--- config.mk ---
export PLATFORM = sky130hd
export DESIGN_NAME = alpha_bounding_box_crop
export DESIGN_NICKNAME = d
export VERILOG_FILES = /design/src/design/abbc_pkg.sv /design/src/design/abbc_cfg_regs.sv /design/src/design/abbc_box_track.sv /design/src/design/abbc_crop_calc.sv /design/src/design/alpha_bounding_box_crop.sv
export SDC_FILE = /design/constraint.sdc
export NUM_CORES = 1
export LEC_CHECK = 0
export ABC_AREA = 1
export BUFFER_PORTS_ARGS = -buffer_cell sky130_fd_sc_hd__buf_2
export CORE_MARGIN = 2
export CORE_UTILIZATION = 40
export DETAILED_ROUTE_END_ITERATION = 8
export PLACE_DENSITY = 0.58
export SLEW_MARGIN = 5
export SYNTH_ARGS = -nofsm -noshare
export SYNTH_HDL_FRONTEND = slang
export SYNTH_SLANG_ARGS = --single-unit
--- constraint.sdc ---
create_clock -name aclk -period 19.4 [get_ports aclk]
set_input_delay 5.82 -clock aclk [delete_from_list [all_inputs] [get_ports aclk]]
set_output_delay 5.82 -clock aclk [all_outputs]
set_load 0.02 [all_outputs]
--- src/design/abbc_pkg.sv ---
`timescale 1ns / 1ps
// Shared types, constants and helper functions for the alpha bounding-box crop.
// No dependencies.
package abbc_pkg;

    localparam int CFG_IDX_W  = 3;
    localparam int CFG_DATA_W = 15;
    localparam int PAD_W      = 11;
    localparam int DIM_W      = 14;
    localparam int EFF_W      = 17;

    localparam logic signed [PAD_W-1:0] PAD_LIMIT = 11'sd1000;
    localparam logic [14:0]             HALF_INF  = 15'h7C00;

    typedef enum logic [CFG_IDX_W-1:0] {
        REG_ALPHA_THRESHOLD = 3'd0,
        REG_PAD_LEFT        = 3'd1,
        REG_PAD_RIGHT       = 3'd2,
        REG_PAD_TOP         = 3'd3,
        REG_PAD_BOTTOM      = 3'd4,
        REG_FRAME_WIDTH     = 3'd5,
        REG_FRAME_HEIGHT    = 3'd6
    } reg_index_t;

    typedef enum logic [1:0] {
        STATUS_OK       = 2'd0,
        STATUS_EMPTY    = 2'd1,
        STATUS_BAD_SIZE = 2'd2
    } status_t;

    typedef struct packed {
        logic [14:0]             alpha_threshold;
        logic signed [PAD_W-1:0] pad_left;
        logic signed [PAD_W-1:0] pad_right;
        logic signed [PAD_W-1:0] pad_top;
        logic signed [PAD_W-1:0] pad_bottom;
        logic [DIM_W-1:0]        frame_width;
        logic [DIM_W-1:0]        frame_height;
    } cfg_t;

    // Packed from the lowest bit up: status first, shift_y_halves last.
    typedef struct packed {
        logic signed [15:0] shift_y_halves;
        logic signed [15:0] shift_x_halves;
        logic [13:0]        crop_height;
        logic [13:0]        crop_width;
        logic signed [14:0] origin_y;
        logic signed [14:0] origin_x;
        logic [1:0]         status;
    } result_t;

    function automatic logic signed [PAD_W-1:0] sat_pad(logic [PAD_W-1:0] v);
        logic signed [PAD_W-1:0] s;
        s = signed'(v);
        if (s > PAD_LIMIT)
            return PAD_LIMIT;
        if (s < -PAD_LIMIT)
            return -PAD_LIMIT;
        return s;
    endfunction

    // Zero acts as one, anything above the maximum acts as the maximum.
    function automatic logic [EFF_W-1:0] eff_dim(logic [DIM_W-1:0] d, int unsigned max_dim);
        if (d == '0)
            return EFF_W'(1);
        if (32'(d) > max_dim)
            return EFF_W'(max_dim);
        return EFF_W'(d);
    endfunction

endpackage

--- src/design/abbc_cfg_regs.sv ---
`timescale 1ns / 1ps
// Configuration register bank: write-only, pads saturated on write.
// Depends on abbc_pkg.
module abbc_cfg_regs (
    input  logic                                aclk,
    input  logic                                aresetn,
    input  logic                                cfg_we,
    input  logic [abbc_pkg::CFG_IDX_W-1:0]      cfg_index,
    input  logic [abbc_pkg::CFG_DATA_W-1:0]     cfg_wdata,
    output abbc_pkg::cfg_t                      cfg
);
    import abbc_pkg::*;

    cfg_t cfg_reg;

    always_ff @(posedge aclk) begin
        if (!aresetn) begin
            cfg_reg.alpha_threshold <= '0;
            cfg_reg.pad_left        <= '0;
            cfg_reg.pad_right       <= '0;
            cfg_reg.pad_top         <= '0;
            cfg_reg.pad_bottom      <= '0;
            cfg_reg.frame_width     <= DIM_W'(1);
            cfg_reg.frame_height    <= DIM_W'(1);
        end else if (cfg_we) begin
            unique case (cfg_index)
                REG_ALPHA_THRESHOLD: cfg_reg.alpha_threshold <= cfg_wdata[14:0];
                REG_PAD_LEFT:        cfg_reg.pad_left   <= sat_pad(cfg_wdata[PAD_W-1:0]);
                REG_PAD_RIGHT:       cfg_reg.pad_right  <= sat_pad(cfg_wdata[PAD_W-1:0]);
                REG_PAD_TOP:         cfg_reg.pad_top    <= sat_pad(cfg_wdata[PAD_W-1:0]);
                REG_PAD_BOTTOM:      cfg_reg.pad_bottom <= sat_pad(cfg_wdata[PAD_W-1:0]);
                REG_FRAME_WIDTH:     cfg_reg.frame_width  <= cfg_wdata[DIM_W-1:0];
                REG_FRAME_HEIGHT:    cfg_reg.frame_height <= cfg_wdata[DIM_W-1:0];
                default: begin
                end
            endcase
        end
    end

    assign cfg = cfg_reg;

endmodule

--- src/design/abbc_box_track.sv ---
`timescale 1ns / 1ps
// Input register, raster counters and bounding-box tracking; snapshots the box
// at the end of each frame. Depends on abbc_pkg.
module abbc_box_track #(
    parameter int MAX_DIM = 8192
) (
    input  logic                        aclk,
    input  logic                        aresetn,
    input  abbc_pkg::cfg_t              cfg,
    input  logic                        s_tvalid,
    output logic                        s_tready,
    input  logic [15:0]                 s_alpha,
    input  logic                        snap_ready,
    output logic                        snap_valid,
    output logic                        snap_found,
    output logic [$clog2(MAX_DIM)-1:0]  snap_min_x,
    output logic [$clog2(MAX_DIM)-1:0]  snap_max_x,
    output logic [$clog2(MAX_DIM)-1:0]  snap_min_y,
    output logic [$clog2(MAX_DIM)-1:0]  snap_max_y
);
    import abbc_pkg::*;

    localparam int CW = $clog2(MAX_DIM);
    localparam int DW = CW + 1;

    logic          in_valid_reg;
    logic [15:0]   alpha_reg;
    logic [CW-1:0] col_reg, row_reg;
    logic [CW-1:0] min_x_reg, max_x_reg, min_y_reg, max_y_reg;
    logic          found_reg;
    logic [CW-1:0] min_x_next, max_x_next, min_y_next, max_y_next;
    logic          found_next;
    logic          snap_valid_reg, snap_found_reg;
    logic [CW-1:0] snap_min_x_reg, snap_max_x_reg, snap_min_y_reg, snap_max_y_reg;

    logic          snap_free, core_en, hit, last_col, last_row, frame_end;
    logic [DW-1:0] w_eff, h_eff;

    function automatic logic half_greater(logic [15:0] a, logic [14:0] t);
        if (t > HALF_INF)
            return 1'b0;
        if (a[15])
            return 1'b0;
        if (a[14:0] > HALF_INF)
            return 1'b0;
        return a[14:0] > t;
    endfunction

    assign snap_free = !snap_valid_reg || snap_ready;
    assign core_en   = in_valid_reg && snap_free;
    assign s_tready  = !in_valid_reg || core_en;

    assign w_eff     = DW'(eff_dim(cfg.frame_width, MAX_DIM));
    assign h_eff     = DW'(eff_dim(cfg.frame_height, MAX_DIM));
    assign last_col  = {1'b0, col_reg} >= (w_eff - DW'(1));
    assign last_row  = {1'b0, row_reg} >= (h_eff - DW'(1));
    assign frame_end = last_col && last_row;
    assign hit       = half_greater(alpha_reg, cfg.alpha_threshold);

    always_comb begin
        min_x_next = min_x_reg;
        max_x_next = max_x_reg;
        min_y_next = min_y_reg;
        max_y_next = max_y_reg;
        found_next = found_reg;
        if (hit) begin
            found_next = 1'b1;
            if (!found_reg) begin
                min_x_next = col_reg;
                max_x_next = col_reg;
                min_y_next = row_reg;
                max_y_next = row_reg;
            end else begin
                if (col_reg < min_x_reg) min_x_next = col_reg;
                if (col_reg > max_x_reg) max_x_next = col_reg;
                if (row_reg < min_y_reg) min_y_next = row_reg;
                if (row_reg > max_y_reg) max_y_next = row_reg;
            end
        end
    end

    always_ff @(posedge aclk) begin
        if (!aresetn) begin
            in_valid_reg <= 1'b0;
        end else if (s_tvalid && s_tready) begin
            in_valid_reg <= 1'b1;
        end else if (core_en) begin
            in_valid_reg <= 1'b0;
        end
    end

    always_ff @(posedge aclk) begin
        if (s_tvalid && s_tready) begin
            alpha_reg <= s_alpha;
        end
    end

    always_ff @(posedge aclk) begin
        if (!aresetn) begin
            col_reg   <= '0;
            row_reg   <= '0;
            min_x_reg <= '0;
            max_x_reg <= '0;
            min_y_reg <= '0;
            max_y_reg <= '0;
            found_reg <= 1'b0;
        end else if (core_en) begin
            if (!last_col) begin
                col_reg <= CW'(col_reg + 1'b1);
            end else begin
                col_reg <= '0;
                row_reg <= last_row ? '0 : CW'(row_reg + 1'b1);
            end
            if (frame_end) begin
                min_x_reg <= '0;
                max_x_reg <= '0;
                min_y_reg <= '0;
                max_y_reg <= '0;
                found_reg <= 1'b0;
            end else begin
                min_x_reg <= min_x_next;
                max_x_reg <= max_x_next;
                min_y_reg <= min_y_next;
                max_y_reg <= max_y_next;
                found_reg <= found_next;
            end
        end
    end

    always_ff @(posedge aclk) begin
        if (!aresetn) begin
            snap_valid_reg <= 1'b0;
        end else if (core_en && frame_end) begin
            snap_valid_reg <= 1'b1;
        end else if (snap_ready) begin
            snap_valid_reg <= 1'b0;
        end
    end

    always_ff @(posedge aclk) begin
        if (core_en && frame_end) begin
            snap_found_reg <= found_next;
            snap_min_x_reg <= min_x_next;
            snap_max_x_reg <= max_x_next;
            snap_min_y_reg <= min_y_next;
            snap_max_y_reg <= max_y_next;
        end
    end

    assign snap_valid = snap_valid_reg;
    assign snap_found = snap_found_reg;
    assign snap_min_x = snap_min_x_reg;
    assign snap_max_x = snap_max_x_reg;
    assign snap_min_y = snap_min_y_reg;
    assign snap_max_y = snap_max_y_reg;

    a_box_clears: assert property (@(posedge aclk) disable iff (!aresetn)
        (core_en && frame_end) |=> (!found_reg && snap_valid_reg))
        else $error("box not cleared at frame end");

    a_box_ordered: assert property (@(posedge aclk) disable iff (!aresetn)
        found_reg |-> (min_x_reg <= max_x_reg && min_y_reg <= max_y_reg))
        else $error("bounding box inverted");

    a_snap_held: assert property (@(posedge aclk) disable iff (!aresetn)
        (snap_valid_reg && !snap_ready) |=>
            (snap_valid_reg && $stable(snap_min_x_reg) && $stable(snap_max_y_reg)))
        else $error("frame snapshot lost under stall");

endmodule

--- src/design/abbc_crop_calc.sv ---
`timescale 1ns / 1ps
// Crop origin, size, status and centre shift from the frame snapshot, into the
// output register. Depends on abbc_pkg.
module abbc_crop_calc #(
    parameter int MAX_DIM = 8192
) (
    input  logic                        aclk,
    input  logic                        aresetn,
    input  abbc_pkg::cfg_t              cfg,
    input  logic                        snap_valid,
    output logic                        snap_ready,
    input  logic                        snap_found,
    input  logic [$clog2(MAX_DIM)-1:0]  snap_min_x,
    input  logic [$clog2(MAX_DIM)-1:0]  snap_max_x,
    input  logic [$clog2(MAX_DIM)-1:0]  snap_min_y,
    input  logic [$clog2(MAX_DIM)-1:0]  snap_max_y,
    output logic                        m_tvalid,
    input  logic                        m_tready,
    output abbc_pkg::result_t           m_result
);
    import abbc_pkg::*;

    localparam int CW = $clog2(MAX_DIM);
    localparam int AW = ((CW > 12) ? CW : 12) + 4;

    logic    m_valid_reg;
    result_t res_reg, res_next;

    logic signed [AW-1:0] mnx, mxx, mny, mxy, pl, pr, pt, pb, w, h;
    logic signed [AW-1:0] ox, oy, sx, sy, hx, hy;

    assign snap_ready = !m_valid_reg || m_tready;

    assign mnx = signed'(AW'(snap_min_x));
    assign mxx = signed'(AW'(snap_max_x));
    assign mny = signed'(AW'(snap_min_y));
    assign mxy = signed'(AW'(snap_max_y));
    assign pl  = AW'(cfg.pad_left);
    assign pr  = AW'(cfg.pad_right);
    assign pt  = AW'(cfg.pad_top);
    assign pb  = AW'(cfg.pad_bottom);
    assign w   = signed'(AW'(eff_dim(cfg.frame_width, MAX_DIM)));
    assign h   = signed'(AW'(eff_dim(cfg.frame_height, MAX_DIM)));

    // 2*origin + size - frame folds to min + max + pad_far - pad_near + 1 - frame.
    assign ox = mnx - pl;
    assign oy = mny - pt;
    assign sx = mxx - mnx + pl + pr + AW'(1);
    assign sy = mxy - mny + pt + pb + AW'(1);
    assign hx = mnx + mxx + pr - pl + AW'(1) - w;
    assign hy = mny + mxy + pb - pt + AW'(1) - h;

    always_comb begin
        res_next = '0;
        if (!snap_found) begin
            res_next.status = STATUS_EMPTY;
        end else if (sx <= 0 || sy <= 0) begin
            res_next.status = STATUS_BAD_SIZE;
        end else begin
            res_next.status         = STATUS_OK;
            res_next.origin_x       = ox[14:0];
            res_next.origin_y       = oy[14:0];
            res_next.crop_width     = sx[13:0];
            res_next.crop_height    = sy[13:0];
            res_next.shift_x_halves = hx[15:0];
            res_next.shift_y_halves = hy[15:0];
        end
    end

    always_ff @(posedge aclk) begin
        if (!aresetn) begin
            m_valid_reg <= 1'b0;
        end else if (snap_valid && snap_ready) begin
            m_valid_reg <= 1'b1;
        end else if (m_tready) begin
            m_valid_reg <= 1'b0;
        end
    end

    always_ff @(posedge aclk) begin
        if (snap_valid && snap_ready) begin
            res_reg <= res_next;
        end
    end

    assign m_tvalid = m_valid_reg;
    assign m_result = res_reg;

    a_status_legal: assert property (@(posedge aclk) disable iff (!aresetn)
        m_valid_reg |-> (res_reg.status == STATUS_OK || res_reg.status == STATUS_EMPTY ||
                         res_reg.status == STATUS_BAD_SIZE))
        else $error("illegal status code");

    a_fail_zeroed: assert property (@(posedge aclk) disable iff (!aresetn)
        (m_valid_reg && res_reg.status != STATUS_OK) |->
            (res_reg.origin_x == '0 && res_reg.crop_width == '0 &&
             res_reg.shift_y_halves == '0))
        else $error("failed crop carries nonzero fields");

    a_load_shows: assert property (@(posedge aclk) disable iff (!aresetn)
        (snap_valid && snap_ready) |=> m_valid_reg)
        else $error("snapshot taken but no result shown");

endmodule

--- src/design/alpha_bounding_box_crop.sv ---
`timescale 1ns / 1ps
// Top level of the alpha bounding-box crop.
// Depends on abbc_pkg, abbc_cfg_regs, abbc_box_track, abbc_crop_calc.
//
// Usage:
//   s_ channel: one beat per pixel, raster order, alpha as a half bit pattern.
//   The block counts columns and rows itself against frame_width/frame_height.
//   m_ channel: one beat per frame, issued for the frame's last pixel, giving
//   status, padded crop origin and size, and the centre shift in half pixels.
//   cfg_ port: write-only; write only while no frame is in flight.
// Timing:
//   One pixel per clock sustained while s_tready stays high. The frame's last
//   pixel reaches the result beat through the input register, the box snapshot
//   register and the output register.
// Reset (aresetn low, synchronous): counters and box clear, registers take
//   their defaults (threshold 0, pads 0, frame 1x1), no beat pending.
// Stall: when m_tready is low the result holds; pixels keep flowing until the
//   next frame end reaches the snapshot stage, then s_tready drops.
module alpha_bounding_box_crop #(
    parameter int MAX_DIM = 8192
) (
    input  logic                            aclk,
    input  logic                            aresetn,
    input  logic                            cfg_we,
    input  logic [abbc_pkg::CFG_IDX_W-1:0]  cfg_index,
    input  logic [abbc_pkg::CFG_DATA_W-1:0] cfg_wdata,
    input  logic                            s_tvalid,
    output logic                            s_tready,
    input  logic [15:0]                     s_tdata,  // alpha[15:0]
    output logic                            m_tvalid,
    input  logic                            m_tready,
    // status[1:0], origin_x[16:2], origin_y[31:17], crop_width[45:32],
    // crop_height[59:46], shift_x_halves[75:60], shift_y_halves[91:76], zero[95:92]
    output logic [95:0]                     m_tdata
);
    import abbc_pkg::*;

    localparam int CW = $clog2(MAX_DIM);

    cfg_t          cfg;
    result_t       result;
    logic          snap_valid, snap_ready, snap_found;
    logic [CW-1:0] snap_min_x, snap_max_x, snap_min_y, snap_max_y;

    abbc_cfg_regs u_cfg (
        .aclk      (aclk),
        .aresetn   (aresetn),
        .cfg_we    (cfg_we),
        .cfg_index (cfg_index),
        .cfg_wdata (cfg_wdata),
        .cfg       (cfg)
    );

    abbc_box_track #(.MAX_DIM(MAX_DIM)) u_track (
        .aclk       (aclk),
        .aresetn    (aresetn),
        .cfg        (cfg),
        .s_tvalid   (s_tvalid),
        .s_tready   (s_tready),
        .s_alpha    (s_tdata),
        .snap_ready (snap_ready),
        .snap_valid (snap_valid),
        .snap_found (snap_found),
        .snap_min_x (snap_min_x),
        .snap_max_x (snap_max_x),
        .snap_min_y (snap_min_y),
        .snap_max_y (snap_max_y)
    );

    abbc_crop_calc #(.MAX_DIM(MAX_DIM)) u_calc (
        .aclk       (aclk),
        .aresetn    (aresetn),
        .cfg        (cfg),
        .snap_valid (snap_valid),
        .snap_ready (snap_ready),
        .snap_found (snap_found),
        .snap_min_x (snap_min_x),
        .snap_max_x (snap_max_x),
        .snap_min_y (snap_min_y),
        .snap_max_y (snap_max_y),
        .m_tvalid   (m_tvalid),
        .m_tready   (m_tready),
        .m_result   (result)
    );

    assign m_tdata = {4'b0000, result};

endmodule

---- After elaboration in Yosys (flattened, before gate mapping) ----
Index checks and enable logic that the tools add are counted.
word-level totals
  register bits after elaboration ......... 330
  input bits .............................. 39
  output and inout port bits .............. 98
  logic and storage cells ................. 196
operators by class
  add/subtract/negate cells ............... 24
  magnitude comparators ................... 15
  equal/unequal tests ..................... 6
  multiplexer cells ....................... 93
  bitwise logic cells ..................... 1
  reduce and logical (&&, ||, !) cells .... 27
operators with widths
  kind                                                   number
  two-way mux 13 bit                                     18
  two-way mux 16 bit                                     8
  two-way mux 11 bit                                     10
  two-way mux 1 bit                                      56
  adder 17 x 11 -> 17 bit                                2
  adder 17 x 2 -> 17 bit (second input constant)         2
  <= comparator 17 x 1 -> 1 bit (second input constant)  2
  adder 15 x 11 -> 16 bit                                2
  adder 16 x 2 -> 16 bit (second input constant)         2
  subtractor 16 x 11 -> 16 bit                           2
  subtractor 16 bit                                      2
  adder 14 x 11 -> 15 bit                                2
  > comparator 15 bit (second input constant)            2
  subtractor 14 x 11 -> 15 bit                           2
  adder 13 x 13 -> 14 bit                                2
  >= comparator 13 x 14 -> 1 bit                         2
  > comparator 14 bit (second input constant)            2
  logical NOT 14 bit                                     2
  subtractor 13 x 13 -> 14 bit                           2
  subtractor 14 x 1 -> 14 bit (second input constant)    2
  adder 13 x 1 -> 13 bit (second input constant)         2
  > comparator 13 bit                                    2
  < comparator 13 bit                                    2
  AND reduction 2 bit                                    8
  14 further kinds                                       28

---- Longest topological paths before layout ----
  depth after elaboration ................. 11
  gate-level depth with buffers ........... 35
  mapped depth without buffers ............ 33

---- Hierarchy ----
A second synthesis with hierarchy kept.
second synthesis, totals
  cells, all modules ...................... 3,339
  area total of the unflattened synthesis .. 25,650.9 um^2
modules (own cells, without submodules)
  module                   times used  cells each  area each (um^2)  sequential area each (um^2)
  abbc_crop_calc           1           1,623       12,675.9          2,782.7
  abbc_box_track           1           1,276       9,640.5           3,693.5
  abbc_cfg_regs            1           435         3,300.7           1,741.7
  alpha_bounding_box_crop  1           5           33.8              0.0

---- Least setup slack after synthesis ----
OpenSTA, ideal clock, no wires.
  kind .................................... in2out
  start ................................... input m_tready
  end ..................................... output s_tready
  data arrival time ....................... 6.253 ns
  required time ........................... 13.580 ns
  setup slack ............................. 7.327 ns
  cell stages on the path ................. 4
  path buffers ............................ 0
  path through ............................ inv_1 nand2_1 nor2_1 nand2_1
between the ends
  word-level cells in the longest chain between the ends .. 4
ends and longest elaborated chain
  what               line                           text
  start, declared    alpha_bounding_box_crop.sv:31  input logic m_tready,
  logical OR 1 bit   abbc_crop_calc.sv:32           assign snap_ready = !m_valid_reg || m_tready;
  logical OR 1 bit   abbc_box_track.sv:49           assign snap_free = !snap_valid_reg || snap_ready;
  logical AND 1 bit  abbc_box_track.sv:50           assign core_en = in_valid_reg && snap_free;
  logical OR 1 bit   abbc_box_track.sv:51           assign s_tready = !in_valid_reg || core_en;
  end, declared      alpha_bounding_box_crop.sv:28  output logic s_tready,
No other way between the ends.

---- Worst setup path after layout ----
Same ends and word-level chain as after synthesis.

==> summary.md <==
| Metric | Value |
|---|---|
| I/O pins | 137 |
| H-tree levels | 2 |
| Worst path slowest cell | nor2_1 |
| Drt first pass iters | 5 |
| Antenna diode count | 0 |
| Slew Limit Fails | 0 |
| Synth unique cells | 48 |
| Initial antenna violation count | 5 |
| Core region area | 62900 um^2 |
| Area contributors post-synth | edfxtp_1, ha_1, dfxtp_1 |
| Peak VDD IR | 57.3 uV |
| Synth Register Bits | 330 |
| Top cells by count, synth | nand2_1, inv_1, a21oi_1 |
| Multi-input logic area | 14700 um^2 |
| Area grow syn2layout | 10.9% |
| RR Endpoint | u_calc.m_result[16]$_SDFFCE_PP0P_ |
| Hold Fails Final Rpt | 0 |
| Final Setup Violations | 0 |
| Die width | 256 um |
| Post-CTS Resized | 0 |
| P per Cell Area | 84.9 nW/um^2 |
| Critical path depth | 6 |
| Initial Util | 40.4% |
| Leak | 13.1 nW |
| Cells after synthesis | 3333 |
| Vias in the first global route | 19800 |
| Yosys top cell area share | 19.1% |
| Antenna-violating nets left | 0 |
| Hold Crit Start | u_track.max_x_reg[12]$_SDFFE_PN0P_ |
| Ys async rst share | 0% |
| Crit-path max FO | 3 |
| Most common cell in the netlist | nand2_1 |
| Storage cell area | 8220 um^2 |
| Layout cells sized above 1 | 6.57% |
| Fillers | 6448 |
| CTS hold repair buffers | 0 |
| Crit path capture type | output pin |
| Leading area contributor after synthesis | edfxtp_1 |
| Synth warn | 0 |
| Worst-path cell chain | buf_2 > inv_1 > nand2_1 > nor2_1 > nand2_1 > buf_2 |
| Height of the die | 256 um |
| Worst hold stages | 2 |
| Crit Path Category | input port to output pin |
| I/O Buffers | 132 |
| Setup crit start kind | input port |
| Final std cells w/o fill | 4317 |
| Vias per cell | 4.96 |
| Hold Path End | u_track.max_x_reg[12]$_SDFFE_PN0P_ |
| Sequential share of the synthesized area | 32.4% |
| CTS buffer count | 41 |
| Clock transition at path regs | 60 ps |
| Root Buffer | clkbuf_16 |
| Tightest Pin Transition | 1130 ps |
| Worst clock skew | 20.8 ps |
| Hold_ws | 463 ps |
| Post-CTS Setup Bufs | 0 |
| Cells after DPL | 4243 |
| Post-Syn Area per Cell | 7.61 um^2 |
| RSZ-0062 raised after global routing | no |
| DRC errors left | 0 |
| Die ar. | 65400 um^2 |
| CTS tree | yes |
| Clock latency on the worst-skew pair | 580 ps |
| Total track usage | 21.0% |
| Clock Tree Buf Depth | 3 |
| Average wire per standard cell | 16.1 um |
| Synth Flop Type | dfxtp_1 |
| Post-layout net count | 3818 |
| Highest attainable clock frequency | 80.8 MHz |
| Largest net degree at the start of global routing | 91 |
| Number of synthesized flops with an enable pin | 161 |
| R2R Setup Slk | 13020 ps |
| Largest register FFs | 92 |
| Synthesized area | 25400 um^2 |
| Max_slew headroom | 24.0% |
| DP Wirelength | 54500 um |
| Crit share post-route | 63.8% |
| Initial DRC Count | 1659 |
| Worst Path Required | 13580 ps |
| Num rows | 92 |
| Vias | 21400 |
| CP delay by family, top | buffers and inverters |
| Crit path time final | 12370 ps |
| CP arrival | 6550 ps |
| First-pass GRT wire length | 110000 um |
| Reg2reg path depth | 32 |
| DRT Wirelength | 69400 um |
| Aggregate global routing overflow | 0 |
| Sum of negative setup slack | 0 ps |
| Placer Congestion | 0.897 |
| Worst path max stage delay | 170 ps |
| Reg-to-Reg Start | u_track.snap_min_x[0]$_DFFE_PP_ |
| Max Cap Violations | 0 |
| WP buf/inv | 3 |
| HP Class | flip-flop to flip-flop |
| Outcome | complete, no violations |
| CTS sink cnt | 330 |
==> logic make-up after synthesis <==
kind of cell | count (synthesis) | share of synthesized area (%)
adders and majority gates | 339 | 18.7
AOI/OAI and AO/OA | 605 | 12.8
other | 1 | 0.0148
DFF | 330 | 32.4
buffers and inverters | 622 | 9.61
xor gates and xnor gates | 158 | 5.46
and+or+nand+nor | 1278 | 21.1
==> layout by cell type, fill, tap and decap left out, types with 6 or more instances in the layout <==
cell         n
a31oi_1     10
nand2_1    706
nand4_1     46
dfxtp_1    169
o21ai_0    218
clkbuf_1    10
edfxtp_1   161
and2_1      36
a21oi_1    305
fa_1        66
nor2_1     270
ha_1       273
nor4_1      12
o2111ai_1    7
xor2_1     112
a21boi_0    12
nand3_1    140
nor3_1      38
clkinv_2     6
buf_2      132
inv_1      534
a21o_1       9
clkbuf_16   41
o21bai_1     8
nand3b_1    10
nor2_2      11
o211ai_1    10
a211oi_1     6
buf_4       14
xnor2_1     46
o31ai_1      7
==> per-stage QoR <==
stage / area (um^2) / setup WS, ps / total power (W) / utilization (%)
after global placement: 26800 / 7030 / 0.00163 / 42.6
final: 28100 / 7030 / 0.00239 / 44.7
after CTS: 28100 / 7030 / 0.00241 / 44.7
after detailed placement: 26800 / 7030 / 0.00163 / 42.6
after global routing: 28100 / 6970 / 0.00256 / 44.7
after floorplan: 25400 / 7330 / 0.00143 / -
==> power by group <==
| part | leakage [nW] | switching, W | internal (W) |
|---|---|---|---|
| Combinational | 9.62 | 0.000538 | 0.000298 |
| Sequential | 2.84 | 0.0000212 | 0.000763 |
| Clock | 0.642 | 0.000316 | 0.000452 |
==> worst max path at each step <==
stage                     to  slack, ps  startpoint
finish              s_tready       7030    m_tready
global placement    s_tready       7030    m_tready
global route        s_tready       6970    m_tready
detailed placement  s_tready       7030    m_tready
floorplan           s_tready       7330    m_tready
CTS                 s_tready       7030    m_tready
==> area by class of cell <==
| class | instances | share of cell area (%) |
|---|---|---|
| clock buffers | 53 | 3.88 |
| inverters | 537 | 7.17 |
| repair buffers | 146 | 2.72 |
| multi-input cells | 2384 | 52.4 |
| clock inverters | 21 | 0.814 |
| flip-flops and latches | 330 | 29.2 |
| well taps | 846 | 3.76 |
==> tightest hold or removal path, stage by stage, from the launching register on <==
cell and delay (ps):
dfxtp_1 310, nand2_1 60, a21oi_1 50
==> routing by layer <==
layer	vias to the layer above	track usage, %	wire length (um)
met5	-	0	48
met4	8	4.35	1280
met3	81	3.30	3870
met2	490	32.5	29700
met1	9710	30.9	34400
li1	11100	-	-
No activity file was read; power rests on OpenSTA's default activity.
